===== config.mk =====
export PLATFORM = sky130hd
export DESIGN_NAME = mono_glyph_colour_expand_core
export DESIGN_NICKNAME = d
export VERILOG_FILES = /design/src/rtl/core/mgce_pkg.sv /design/src/rtl/core/mgce_fifo.sv /design/src/rtl/core/mgce_front.sv /design/src/rtl/core/mgce_back.sv /design/src/rtl/core/mono_glyph_colour_expand_core.sv
export SDC_FILE = /design/constraint.sdc
export NUM_CORES = 1
export LEC_CHECK = 0
export BUFFER_PORTS_ARGS = -buffer_cell sky130_fd_sc_hd__buf_4
export CAP_MARGIN = 20
export CORE_MARGIN = 4
export CORE_UTILIZATION = 35
export DETAILED_ROUTE_END_ITERATION = 16
export MAX_ROUTING_LAYER = met4
export PLACE_DENSITY = 0.53
export SLEW_MARGIN = 20
export SYNTH_ARGS = -nofsm -noshare
export SYNTH_HDL_FRONTEND = slang
export SYNTH_SLANG_ARGS = --single-unit
export TNS_END_PERCENT = 10

===== constraint.sdc =====
create_clock -name clk -period 6.88 [get_ports clk]
set_clock_uncertainty 0.05 [all_clocks]
set_input_delay 1.032 -clock clk [delete_from_list [all_inputs] [get_ports clk]]
set_output_delay 1.032 -clock clk [all_outputs]
set_load 0.05 [all_outputs]

===== src/rtl/core/mgce_pkg.sv =====
// ----------------------------------------------------------------------------
// mgce_pkg: shared types and constants for the glyph colour expander
// register map, queue entry and result formats used by the front, back and top of the core
// ----------------------------------------------------------------------------
`default_nettype none

package mgce_pkg;

  localparam int MAX_DIM_DEF    = 1024;
  localparam int PIXEL_BITS_DEF = 16;
  localparam int ROW_BITS       = 8;   // rows carried by one glyph byte
  localparam int ROW_IDX_W      = 3;
  localparam int PAGE_W         = 7;
  localparam int DIM_W          = 11;
  localparam int ORG_W          = 10;
  localparam int ADDR_W         = 20;
  localparam int COLOUR_W       = 16;
  localparam int CFG_IDX_W      = 3;
  localparam int CFG_DATA_W     = 16;
  localparam int MID_DEPTH      = 4;
  localparam int OUT_DEPTH_DEF  = 4;

  typedef enum logic [CFG_IDX_W-1:0] {
    REG_FB_WIDTH     = 3'd0,
    REG_FB_HEIGHT    = 3'd1,
    REG_ORIGIN_X     = 3'd2,
    REG_ORIGIN_Y     = 3'd3,
    REG_GLYPH_WIDTH  = 3'd4,
    REG_GLYPH_HEIGHT = 3'd5,
    REG_FG_COLOUR    = 3'd6,
    REG_BG_COLOUR    = 3'd7
  } mgce_reg_t;

  typedef struct packed {
    logic [DIM_W-1:0]    fb_width;
    logic [DIM_W-1:0]    fb_height;
    logic [ORG_W-1:0]    origin_x;
    logic [ORG_W-1:0]    origin_y;
    logic [DIM_W-1:0]    glyph_width;
    logic [DIM_W-1:0]    glyph_height;
    logic [COLOUR_W-1:0] fg_colour;
    logic [COLOUR_W-1:0] bg_colour;
  } mgce_cfg_t;

  // one classified glyph byte waiting for expansion
  typedef struct packed {
    logic [ROW_BITS-1:0] byte_bits;
    logic [ROW_BITS-1:0] mask;      // bits that give a write
    logic [DIM_W-1:0]    x;         // absolute column, always below fb_width
    logic [DIM_W-1:0]    y_base;    // absolute row of bit 0
  } mgce_item_t;

  typedef struct packed {
    logic [ADDR_W-1:0]   pixel_address;
    logic [COLOUR_W-1:0] pixel_colour;
    logic                bit_was_set;
    logic                last;
  } mgce_result_t;

endpackage

`default_nettype wire


===== src/rtl/core/mgce_fifo.sv =====
// ----------------------------------------------------------------------------
// mgce_fifo: small flop-based queue
// head shown combinationally, occupancy count exported for credit checks
// ----------------------------------------------------------------------------
`default_nettype none

module mgce_fifo #(
  parameter int WIDTH = 8,
  parameter int DEPTH = 4
) (
  input  logic                       clk,
  input  logic                       rst_n,
  input  logic                       push,
  input  logic [WIDTH-1:0]           wdata,
  output logic                       full,
  input  logic                       pop,
  output logic [WIDTH-1:0]           rdata,
  output logic                       empty,
  output logic [$clog2(DEPTH+1)-1:0] count
);

  localparam int PTR_W = (DEPTH > 1) ? $clog2(DEPTH) : 1;
  localparam int CNT_W = $clog2(DEPTH+1);

  logic [WIDTH-1:0] mem_r [DEPTH];
  logic [PTR_W-1:0] wr_ptr_r, wr_ptr_nxt, rd_ptr_r, rd_ptr_nxt;
  logic [CNT_W-1:0] count_r, count_nxt;
  logic             do_push, do_pop;

  assign full    = (count_r == CNT_W'(DEPTH));
  assign empty   = (count_r == '0);
  assign count   = count_r;
  assign rdata   = mem_r[rd_ptr_r];
  assign do_push = push && !full;
  assign do_pop  = pop && !empty;

  always_comb begin
    wr_ptr_nxt = wr_ptr_r;
    rd_ptr_nxt = rd_ptr_r;
    if (do_push) begin
      wr_ptr_nxt = (wr_ptr_r == PTR_W'(DEPTH-1)) ? '0 : wr_ptr_r + PTR_W'(1);
    end
    if (do_pop) begin
      rd_ptr_nxt = (rd_ptr_r == PTR_W'(DEPTH-1)) ? '0 : rd_ptr_r + PTR_W'(1);
    end
    count_nxt = count_r + CNT_W'(do_push) - CNT_W'(do_pop);
  end

  always_ff @(posedge clk) begin
    if (!rst_n) begin
      wr_ptr_r <= '0;
      rd_ptr_r <= '0;
      count_r  <= '0;
    end else begin
      wr_ptr_r <= wr_ptr_nxt;
      rd_ptr_r <= rd_ptr_nxt;
      count_r  <= count_nxt;
    end
  end

  always_ff @(posedge clk) begin
    if (do_push) begin
      mem_r[wr_ptr_r] <= wdata;
    end
  end

endmodule

`default_nettype wire


===== src/rtl/core/mgce_front.sv =====
// ----------------------------------------------------------------------------
// mgce_front: glyph byte intake and classification
// tracks column and page, builds the per-bit write mask, queues useful bytes
// ----------------------------------------------------------------------------
`default_nettype none

module mgce_front #(
  parameter int MAX_DIM = mgce_pkg::MAX_DIM_DEF
) (
  input  logic                    clk,
  input  logic                    rst_n,
  input  mgce_pkg::mgce_cfg_t     cfg,
  input  logic                    in_push,
  output logic                    in_full,
  input  logic [7:0]              in_glyph_byte,
  input  logic                    in_start_req,
  output logic                    item_push,
  output mgce_pkg::mgce_item_t    item,
  input  logic                    item_full
);

  import mgce_pkg::*;

  localparam int CNT_W = $clog2(MAX_DIM);
  localparam int GW_W  = (CNT_W + 1 > DIM_W) ? CNT_W + 1 : DIM_W;
  localparam int XW    = (CNT_W > ORG_W) ? CNT_W + 1 : ORG_W + 1;
  localparam int ROW_W = PAGE_W + ROW_IDX_W;

  logic [CNT_W-1:0]    column_r, column_nxt, col_cur;
  logic [PAGE_W-1:0]   page_r, page_nxt, page_cur;
  logic [XW-1:0]       x_full;
  logic                x_ok, accept;
  logic [ROW_W-1:0]    row_a [ROW_BITS];
  logic [DIM_W-1:0]    y_a   [ROW_BITS];
  logic [ROW_BITS-1:0] mask;
  logic [GW_W-1:0]     gw, col_inc;

  assign in_full = item_full;
  assign accept  = in_push && !item_full;

  // a start request restarts the walk before this byte is placed
  assign col_cur  = in_start_req ? '0 : column_r;
  assign page_cur = in_start_req ? '0 : page_r;

  assign x_full = XW'(cfg.origin_x) + XW'(col_cur);
  assign x_ok   = (x_full < XW'(cfg.fb_width));

  always_comb begin
    for (int n = 0; n < ROW_BITS; n++) begin
      row_a[n] = {page_cur, ROW_IDX_W'(n)};
      y_a[n]   = DIM_W'(cfg.origin_y) + DIM_W'(row_a[n]);
      mask[n]  = x_ok && (DIM_W'(row_a[n]) < cfg.glyph_height) && (y_a[n] < cfg.fb_height);
    end
  end

  // glyph width clamps to the largest supported, zero wraps every byte
  assign gw = (GW_W'(cfg.glyph_width) > GW_W'(MAX_DIM)) ? GW_W'(MAX_DIM)
                                                         : GW_W'(cfg.glyph_width);
  assign col_inc = GW_W'(col_cur) + GW_W'(1);

  always_comb begin
    if (col_inc >= gw) begin
      column_nxt = '0;
      page_nxt   = page_cur + PAGE_W'(1);
    end else begin
      column_nxt = col_inc[CNT_W-1:0];
      page_nxt   = page_cur;
    end
  end

  always_ff @(posedge clk) begin
    if (!rst_n) begin
      column_r <= '0;
      page_r   <= '0;
    end else if (accept) begin
      column_r <= column_nxt;
      page_r   <= page_nxt;
    end
  end

  // fully clipped bytes never reach the queue
  assign item_push      = accept && (|mask);
  assign item.byte_bits = in_glyph_byte;
  assign item.mask      = mask;
  assign item.x         = x_full[DIM_W-1:0];
  assign item.y_base    = y_a[0];

endmodule

`default_nettype wire


===== src/rtl/core/mgce_back.sv =====
// ----------------------------------------------------------------------------
// mgce_back: pixel write generator
// issues one write per cycle from the queued byte while result slots are free, then address multiply
// ----------------------------------------------------------------------------
`default_nettype none

module mgce_back #(
  parameter int OUT_DEPTH = mgce_pkg::OUT_DEPTH_DEF
) (
  input  logic                           clk,
  input  logic                           rst_n,
  input  mgce_pkg::mgce_cfg_t            cfg,
  input  logic                           item_empty,
  input  mgce_pkg::mgce_item_t           item,
  output logic                           item_pop,
  input  logic [$clog2(OUT_DEPTH+1)-1:0] out_count,
  output logic                           res_push,
  output mgce_pkg::mgce_result_t         res
);

  import mgce_pkg::*;

  localparam int OC_W   = $clog2(OUT_DEPTH+1);
  localparam int SUM_W  = OC_W + 2;
  localparam int PROD_W = 2 * DIM_W;

  logic [ROW_BITS-1:0]  done_r, done_nxt, remaining, pick;
  logic [ROW_IDX_W-1:0] bit_idx;
  logic [SUM_W-1:0]     committed;
  logic                 space, issue, pick_last, pick_set;
  logic [DIM_W-1:0]     y;
  logic [PROD_W-1:0]    prod;

  logic                 s1_v_r, s1_set_r, s1_last_r;
  logic [DIM_W-1:0]     s1_y_r, s1_x_r;
  logic [COLOUR_W-1:0]  s1_colour_r;
  logic                 s2_v_r, s2_set_r, s2_last_r;
  logic [ADDR_W-1:0]    s2_prod_r;
  logic [DIM_W-1:0]     s2_x_r;
  logic [COLOUR_W-1:0]  s2_colour_r;

  // reserve output slots for everything still in flight
  assign committed = SUM_W'(out_count) + SUM_W'(s1_v_r) + SUM_W'(s2_v_r);
  assign space     = (committed < SUM_W'(OUT_DEPTH));
  assign issue     = !item_empty && space;

  assign remaining = item.mask & ~done_r;
  assign pick      = remaining & (~remaining + ROW_BITS'(1));
  assign pick_last = ((remaining & ~pick) == '0);
  assign pick_set  = |(item.byte_bits & pick);
  assign item_pop  = issue && pick_last;

  always_comb begin
    bit_idx = '0;
    for (int n = 0; n < ROW_BITS; n++) begin
      if (pick[n]) begin
        bit_idx = ROW_IDX_W'(n);
      end
    end
  end

  assign y = item.y_base + DIM_W'(bit_idx);

  always_comb begin
    done_nxt = done_r;
    if (issue) begin
      done_nxt = pick_last ? '0 : (done_r | pick);
    end
  end

  assign prod = PROD_W'(s1_y_r) * PROD_W'(cfg.fb_width);

  always_ff @(posedge clk) begin
    if (!rst_n) begin
      done_r <= '0;
      s1_v_r <= 1'b0;
      s2_v_r <= 1'b0;
    end else begin
      done_r <= done_nxt;
      s1_v_r <= issue;
      s2_v_r <= s1_v_r;
    end
  end

  always_ff @(posedge clk) begin
    s1_y_r      <= y;
    s1_x_r      <= item.x;
    s1_colour_r <= pick_set ? cfg.fg_colour : cfg.bg_colour;
    s1_set_r    <= pick_set;
    s1_last_r   <= pick_last;
    s2_prod_r   <= prod[ADDR_W-1:0];
    s2_x_r      <= s1_x_r;
    s2_colour_r <= s1_colour_r;
    s2_set_r    <= s1_set_r;
    s2_last_r   <= s1_last_r;
  end

  assign res_push          = s2_v_r;
  assign res.pixel_address = s2_prod_r + ADDR_W'(s2_x_r);
  assign res.pixel_colour  = s2_colour_r;
  assign res.bit_was_set   = s2_set_r;
  assign res.last          = s2_last_r;

endmodule

`default_nettype wire


===== src/rtl/core/mono_glyph_colour_expand_core.sv =====
// ----------------------------------------------------------------------------
// mono_glyph_colour_expand_core: monochrome glyph to framebuffer writes
// page-ordered 1-bit glyph bytes in, clipped colour pixel writes out
// ----------------------------------------------------------------------------
//
//  channel  direction  handshake          request contents
//  -------  ---------  -----------------  ---------------------------------------
//  in_      input      in_push / in_full  glyph byte, start of glyph flag
//  out_     output     out_empty/out_pop  address, colour, set bit, last of byte
//  cfg_     input      cfg_valid/ready    register index, write data
//
//  one pixel write leaves per cycle through the single result port while the consumer
//  pops and writes are pending; a byte yields 0 to 8 writes, eight when unclipped
//  a byte that yields no write is absorbed at the input and never queued
//  writes reach the ports through the mid queue, the s1 and s2 registers and the result queue
//  reset restores the register defaults, clears the column and page walk and
//  empties both queues; either side may stall without losing a request
//
`default_nettype none

module mono_glyph_colour_expand_core #(
  parameter int MAX_DIM    = mgce_pkg::MAX_DIM_DEF,
  parameter int PIXEL_BITS = mgce_pkg::PIXEL_BITS_DEF
) (
  input  logic                              clk,
  input  logic                              rst_n,
  // glyph byte intake
  input  logic                              in_push,
  output logic                              in_full,
  input  logic [7:0]                        in_glyph_byte,
  input  logic                              in_start_req,
  // pixel writes
  output logic                              out_empty,
  input  logic                              out_pop,
  output logic [mgce_pkg::ADDR_W-1:0]       out_pixel_address,
  output logic [mgce_pkg::COLOUR_W-1:0]     out_pixel_colour,
  output logic                              out_bit_was_set,
  output logic                              out_last,
  // register writes
  input  logic                              cfg_valid,
  output logic                              cfg_ready,
  input  logic [mgce_pkg::CFG_IDX_W-1:0]    cfg_index,
  input  logic [mgce_pkg::CFG_DATA_W-1:0]   cfg_data
);

  import mgce_pkg::*;

  localparam int OUT_DEPTH = OUT_DEPTH_DEF;
  localparam int OC_W      = $clog2(OUT_DEPTH+1);
  localparam int MC_W      = $clog2(MID_DEPTH+1);
  localparam int ITEM_W    = $bits(mgce_item_t);
  localparam int RES_W     = $bits(mgce_result_t);
  // colours keep only the pixel depth of the framebuffer
  localparam logic [COLOUR_W-1:0] CLR_MASK =
    (PIXEL_BITS >= COLOUR_W) ? {COLOUR_W{1'b1}} : COLOUR_W'((1 << PIXEL_BITS) - 1);

  mgce_cfg_t    cfg_r, cfg_nxt;
  logic         cfg_we;

  mgce_item_t   mid_wdata, mid_rdata;
  logic         mid_push, mid_full, mid_pop, mid_empty;
  logic [MC_W-1:0] mid_count;

  mgce_result_t res_wdata, res_rdata;
  logic         res_push, res_full;
  logic [OC_W-1:0] res_count;

  // ---------------------------------------------------------------------------
  // register file, always ready and unguarded: the user must write it only while the core is idle
  // ---------------------------------------------------------------------------
  assign cfg_ready = 1'b1;
  assign cfg_we    = cfg_valid && cfg_ready;

  always_comb begin
    cfg_nxt = cfg_r;
    if (cfg_we) begin
      case (cfg_index)
        REG_FB_WIDTH:     cfg_nxt.fb_width     = cfg_data[DIM_W-1:0];
        REG_FB_HEIGHT:    cfg_nxt.fb_height    = cfg_data[DIM_W-1:0];
        REG_ORIGIN_X:     cfg_nxt.origin_x     = cfg_data[ORG_W-1:0];
        REG_ORIGIN_Y:     cfg_nxt.origin_y     = cfg_data[ORG_W-1:0];
        REG_GLYPH_WIDTH:  cfg_nxt.glyph_width  = cfg_data[DIM_W-1:0];
        REG_GLYPH_HEIGHT: cfg_nxt.glyph_height = cfg_data[DIM_W-1:0];
        REG_FG_COLOUR:    cfg_nxt.fg_colour    = cfg_data[COLOUR_W-1:0] & CLR_MASK;
        REG_BG_COLOUR:    cfg_nxt.bg_colour    = cfg_data[COLOUR_W-1:0] & CLR_MASK;
        default:          cfg_nxt = cfg_r;
      endcase
    end
  end

  always_ff @(posedge clk) begin
    if (!rst_n) begin
      cfg_r.fb_width     <= DIM_W'(320);
      cfg_r.fb_height    <= DIM_W'(240);
      cfg_r.origin_x     <= '0;
      cfg_r.origin_y     <= '0;
      cfg_r.glyph_width  <= DIM_W'(8);
      cfg_r.glyph_height <= DIM_W'(8);
      cfg_r.fg_colour    <= CLR_MASK;
      cfg_r.bg_colour    <= '0;
    end else begin
      cfg_r <= cfg_nxt;
    end
  end

  // ---------------------------------------------------------------------------
  // front: column/page walk and clip mask, drops fully clipped bytes
  // ---------------------------------------------------------------------------
  mgce_front #(
    .MAX_DIM (MAX_DIM)
  ) u_front (
    .clk           (clk),
    .rst_n         (rst_n),
    .cfg           (cfg_r),
    .in_push       (in_push),
    .in_full       (in_full),
    .in_glyph_byte (in_glyph_byte),
    .in_start_req  (in_start_req),
    .item_push     (mid_push),
    .item          (mid_wdata),
    .item_full     (mid_full)
  );

  // short queue between classification and expansion
  mgce_fifo #(
    .WIDTH (ITEM_W),
    .DEPTH (MID_DEPTH)
  ) u_mid_q (
    .clk   (clk),
    .rst_n (rst_n),
    .push  (mid_push),
    .wdata (mid_wdata),
    .full  (mid_full),
    .pop   (mid_pop),
    .rdata (mid_rdata),
    .empty (mid_empty),
    .count (mid_count)
  );

  // ---------------------------------------------------------------------------
  // back: one write per cycle while result slots are free, lowest row first, address multiply pipeline
  // ---------------------------------------------------------------------------
  mgce_back #(
    .OUT_DEPTH (OUT_DEPTH)
  ) u_back (
    .clk        (clk),
    .rst_n      (rst_n),
    .cfg        (cfg_r),
    .item_empty (mid_empty),
    .item       (mid_rdata),
    .item_pop   (mid_pop),
    .out_count  (res_count),
    .res_push   (res_push),
    .res        (res_wdata)
  );

  // result queue decouples the write port from downstream stalls
  mgce_fifo #(
    .WIDTH (RES_W),
    .DEPTH (OUT_DEPTH)
  ) u_out_q (
    .clk   (clk),
    .rst_n (rst_n),
    .push  (res_push),
    .wdata (res_wdata),
    .full  (res_full),
    .pop   (out_pop),
    .rdata (res_rdata),
    .empty (out_empty),
    .count (res_count)
  );

  assign out_pixel_address = res_rdata.pixel_address;
  assign out_pixel_colour  = res_rdata.pixel_colour;
  assign out_bit_was_set   = res_rdata.bit_was_set;
  assign out_last          = res_rdata.last;

  // ---------------------------------------------------------------------------
  // checks
  // ---------------------------------------------------------------------------
  // slot reservation in the back end must never let a write hit a full queue
  a_out_no_overflow: assert property (@(posedge clk) disable iff (!rst_n)
    res_push |-> !res_full)
    else $error("pixel write pushed into full result queue");

  // front only pushes when its input handshake saw room
  a_mid_no_overflow: assert property (@(posedge clk) disable iff (!rst_n)
    mid_push |-> !mid_full)
    else $error("classified byte pushed into full queue");

  // back end retires a byte only while one is queued
  a_mid_pop_valid: assert property (@(posedge clk) disable iff (!rst_n)
    mid_pop |-> !mid_empty)
    else $error("byte retired from empty queue");

  // a queued byte always carries at least one write
  a_mid_mask_live: assert property (@(posedge clk) disable iff (!rst_n)
    mid_push |-> (mid_wdata.mask != '0))
    else $error("byte without writes entered the queue");

  // a write is pushed through the s1 and s2 registers only after the back end picked a bit from a queued byte
  a_pipe_timing: assert property (@(posedge clk) disable iff (!rst_n)
    res_push |-> ($past(mid_count, 2) != '0))
    else $error("pixel write without a queued byte");

endmodule

`default_nettype wire

==> impl_metrics.yaml <==
run_status:
  status: "finished, final reports clean"
logic_synthesis:
  synth_cell_type_count: 76
  ys_top_cells_by_area: "edfxtp_1, dfxtp_1, ha_1, fa_1, mux4_2"
  syn_inst: 2383
  yosysSeqAreaShare: 0.492
  muxShareOfSynthArea: 0.0720
  synth_top_family_by_area: "adder cells"
  avgSynthCellArea_um2: 11.7
  synthDominantCellAreaShare: 0.327
  synth.most_common_cell: "nand2_1"
  synthAdderAreaFrac: 0.156
  synthXorXnorAreaFrac: 0.0400
  yosys.area_share.simple: 0.112
  synth_nets: 2712
  synthArstFlopShare: 0
  synth_area_leader_cell: "edfxtp_1"
  synth_flop_cell: "edfxtp_1"
  synth_common_cells: "nand2_1, edfxtp_1, dfxtp_1"
  yosysWarnings: 0
  synth_compound_area_frac: 0.0878
  syn-cell-area_mm2: 0.0279
  ys_seq_elements: 534
  synth_edf_count: 304
floorplanning:
  initial_core_util: 0.354
  die_x_um: 291
  dieArea_mm2: 0.0844
  core_area_mm2: 0.0790
  boundaryPins: 74
  row_count: 103
  die_h_um: 291
grt:
  grt_pass1_vias: 18013
  grt_pass1_wl_um: 103000
  antenna_found_initial: 4
  grtUsageTotal: 0.157
  grt_overflow: 0
  grt_max_degree: 72
clock_tree:
  clockRootBuffer: "clkbuf_16"
  cts_resized: 0
  post_cts_buffers: 0
  cts_tree: "built"
  clk_latency_ns: 0.62
  cts_htree_levels: 2
  clockBufferDepth: 3
  cts_made_buffers: 57
  hold_buffers: 0
  clkTransAtPathRegs_ns: 0.06
  cts_sinks: 534
timing:
  hold-worst-slack_ns: 0.275
  relSlewSlack: 0.315
  setup_viol: 0
  fin_ws_ns: 0.856
  slew_violations: 0
  period_minus_slack_ns: 6.02
  worstMarginPinSlew_ns: 1.01
  final.period_utilization: 0.876
  rsz0062_at_grt: "false"
  hold_violations: 0
  timing.fmax_mhz: 166
hold_path:
  hold_class: "register to register"
final_layout:
  syn_to_final_growth_pct: 12.8
  fin_area_mm2: 0.0315
  nNetsFinal: 2772
  num_antenna_cells: 0
  drive_gt1_frac: 0.119
critical_path:
  cp.arrival_ns: 6.28
  crit_type: "input port to register"
  critPathMaxFanout: 29
  rr_worst_depth: 21
  cp_common_cell: "inv_1"
  cp.required_ns: 7.13
  setup.worst_path.start_class: "input port"
  path_cells: "buf_4, buf_4, inv_1, nand2_1, inv_1, ha_1, inv_1, fa_1, inv_1, a31oi_1, o21ai_0, xor2_1, ha_1, a211o_1, o211ai_1, a21oi_1, o31a_1, a2111oi_0, nand3b_1, o2bb2ai_1, and2_2, buf_4"
  endpoint: "u_mid_q.mem_r[0][23]"
  crit_start: "in_start_req"
  critPathMaxStageDelay_ns: 0.73
  timing.rr.end: "u_mid_q.mem_r[0][23]"
  cpMaxStageDelayCell: "a2111oi_0"
  cp-end-kind: "register"
  r2r-start: "u_front.column_r[0]"
  regToRegSetupSlack_ns: 1.04
power_and_ir_drop:
  power_density_mw_per_mm2: 319
  vdd_drop_max_uv: 146
  power.leakage_uw: 0.0124
placement:
  pre_cts_ws_ns: 0.320
  portBuffers: 72
  post-dp-hpwl_um: 47200
  gp_congestion: 0.823
  dpl_cell_area_mm2: 0.0296
route:
  drc: 0
  first_pass_iters: 5
  viasPerCell: 5.01
  ant_nets: 0
  totalWireLength_um: 65600
  vias: 17728
  drtIter0Drc: 1076
  routedWlPerCell_um: 18.5
job:
  maxCapViolCount: 0
-- worst max-delay path: cells and delay by family --
kind / cells / cell delay, ns
adders and majority gates: 3 / 0.84
buffers and inverters: 7 / 1.16
and+or+nand+nor: 3 / 0.77
AOI/OAI and AO/OA: 8 / 2.26
xor gates and xnor gates: 1 / 0.18
-- state kept, by name, indices dropped and copies added (netlist names), 7 cells and up, named ones only --
register	count
u_back.s1_x_r	11
cfg_r	96
u_mid_q.mem_r	152
u_back.s2_colour_r	16
u_back.done_r	8
u_front.page_r	7
u_back.s1_colour_r	16
u_back.s1_y_r	11
u_back.s2_prod_r	20
u_front.column_r	10
u_out_q.mem_r	152
u_back.s2_x_r	11
-- worst min-delay path by stage --
stage	endpoint	cells past startpoint	slack, ns	from
floorplan	u_back.s2_colour_r[0]	0	0.26	u_back.s1_colour_r[0]
global placement	u_back.s2_colour_r[13]	0	0.26	u_back.s1_colour_r[13]
detailed placement	u_back.s2_colour_r[1]	0	0.26	u_back.s1_colour_r[1]
CTS	u_back.s2_colour_r[1]	0	0.28	u_back.s1_colour_r[1]
global route	u_back.s2_colour_r[1]	0	0.28	u_back.s1_colour_r[1]
finish	u_back.s2_colour_r[13]	0	0.28	u_back.s1_colour_r[13]
-- logic make-up after synthesis --
logic type               Yosys count
AND/OR/NAND/NOR                  672
flip-flops                       534
AO/OA/AOI/OAI                    373
adder cells (fa/ha/maj)          297
buffers and inverters            282
XOR/XNOR                         126
multiplexers                      98
other                              1
-- area by class of cell --
cell class	count	area [um^2]
Timing Repair Buffer	107	853
Fill cell	7489	47500
Multi-Input combinational cell	1567	13100
Clock inverter	35	323
Sequential cell	534	13700
Clock buffer	73	1540
Inverter	176	661
Tap cell	1050	1310
-- routing by layer --
metal	global-route usage	vias to the layer above	part of all wire
met4	0.0462	0	0.027
met2	0.248	311	0.47
met5	-	-	0
li1	-	8512	-
met1	0.214	8806	0.47
met3	0.0199	99	0.035
-- report_power, final --
| group | switching, uW | internal [uW] | total, uW |
|---|---|---|---|
| clock network | 1260 | 1730 | 3000 |
| registers | 329 | 4060 | 4390 |
| logic | 1560 | 1090 | 2650 |
| total | 3160 | 6880 | 10000 |
-- layout by cell type, fill, tap and decap left out, types with 8 or more instances in the layout --
cell type  netlist  final
o21bai_1         8      8
and3_1          16     16
inv_1          175    175
a21oi_1         89     89
o211ai_1        13     13
and2_1          78     70
clkinv_2         0      8
clkbuf_1        75     12
xnor2_1         85     85
buf_4            9    103
a21o_1          26     26
nand2_1        333    333
mux4_2          69     69
fa_1            85     85
xor2_1          40     40
clkinv_1         1     16
clkbuf_16        0     58
a31oi_1         16     16
a21boi_0        87     87
nor3_1          13     13
ha_1           211    211
nand4_1         20     20
mux2_4           9      9
nand3_1         58     58
dfxtp_1        230    227
nor2_1          70     69
nor2b_1         42     42
nand2b_1        16     16
edfxtp_1       304    304
o21ai_0         73     73
-- stage by stage --
step / setup TNS (ns) / total power [uW] / utilization / instances
floorplan: -16.48 / 6330 / - / 2383
global placement: 0 / 7080 / 0.375 / 3433
detailed placement: 0 / 7140 / 0.375 / 3434
CTS: 0 / 10200 / 0.399 / 3542
global route: 0 / 10600 / 0.399 / 3542
finish: 0 / 10000 / 0.399 / 3542
Power figures use the tool's default switching activity.
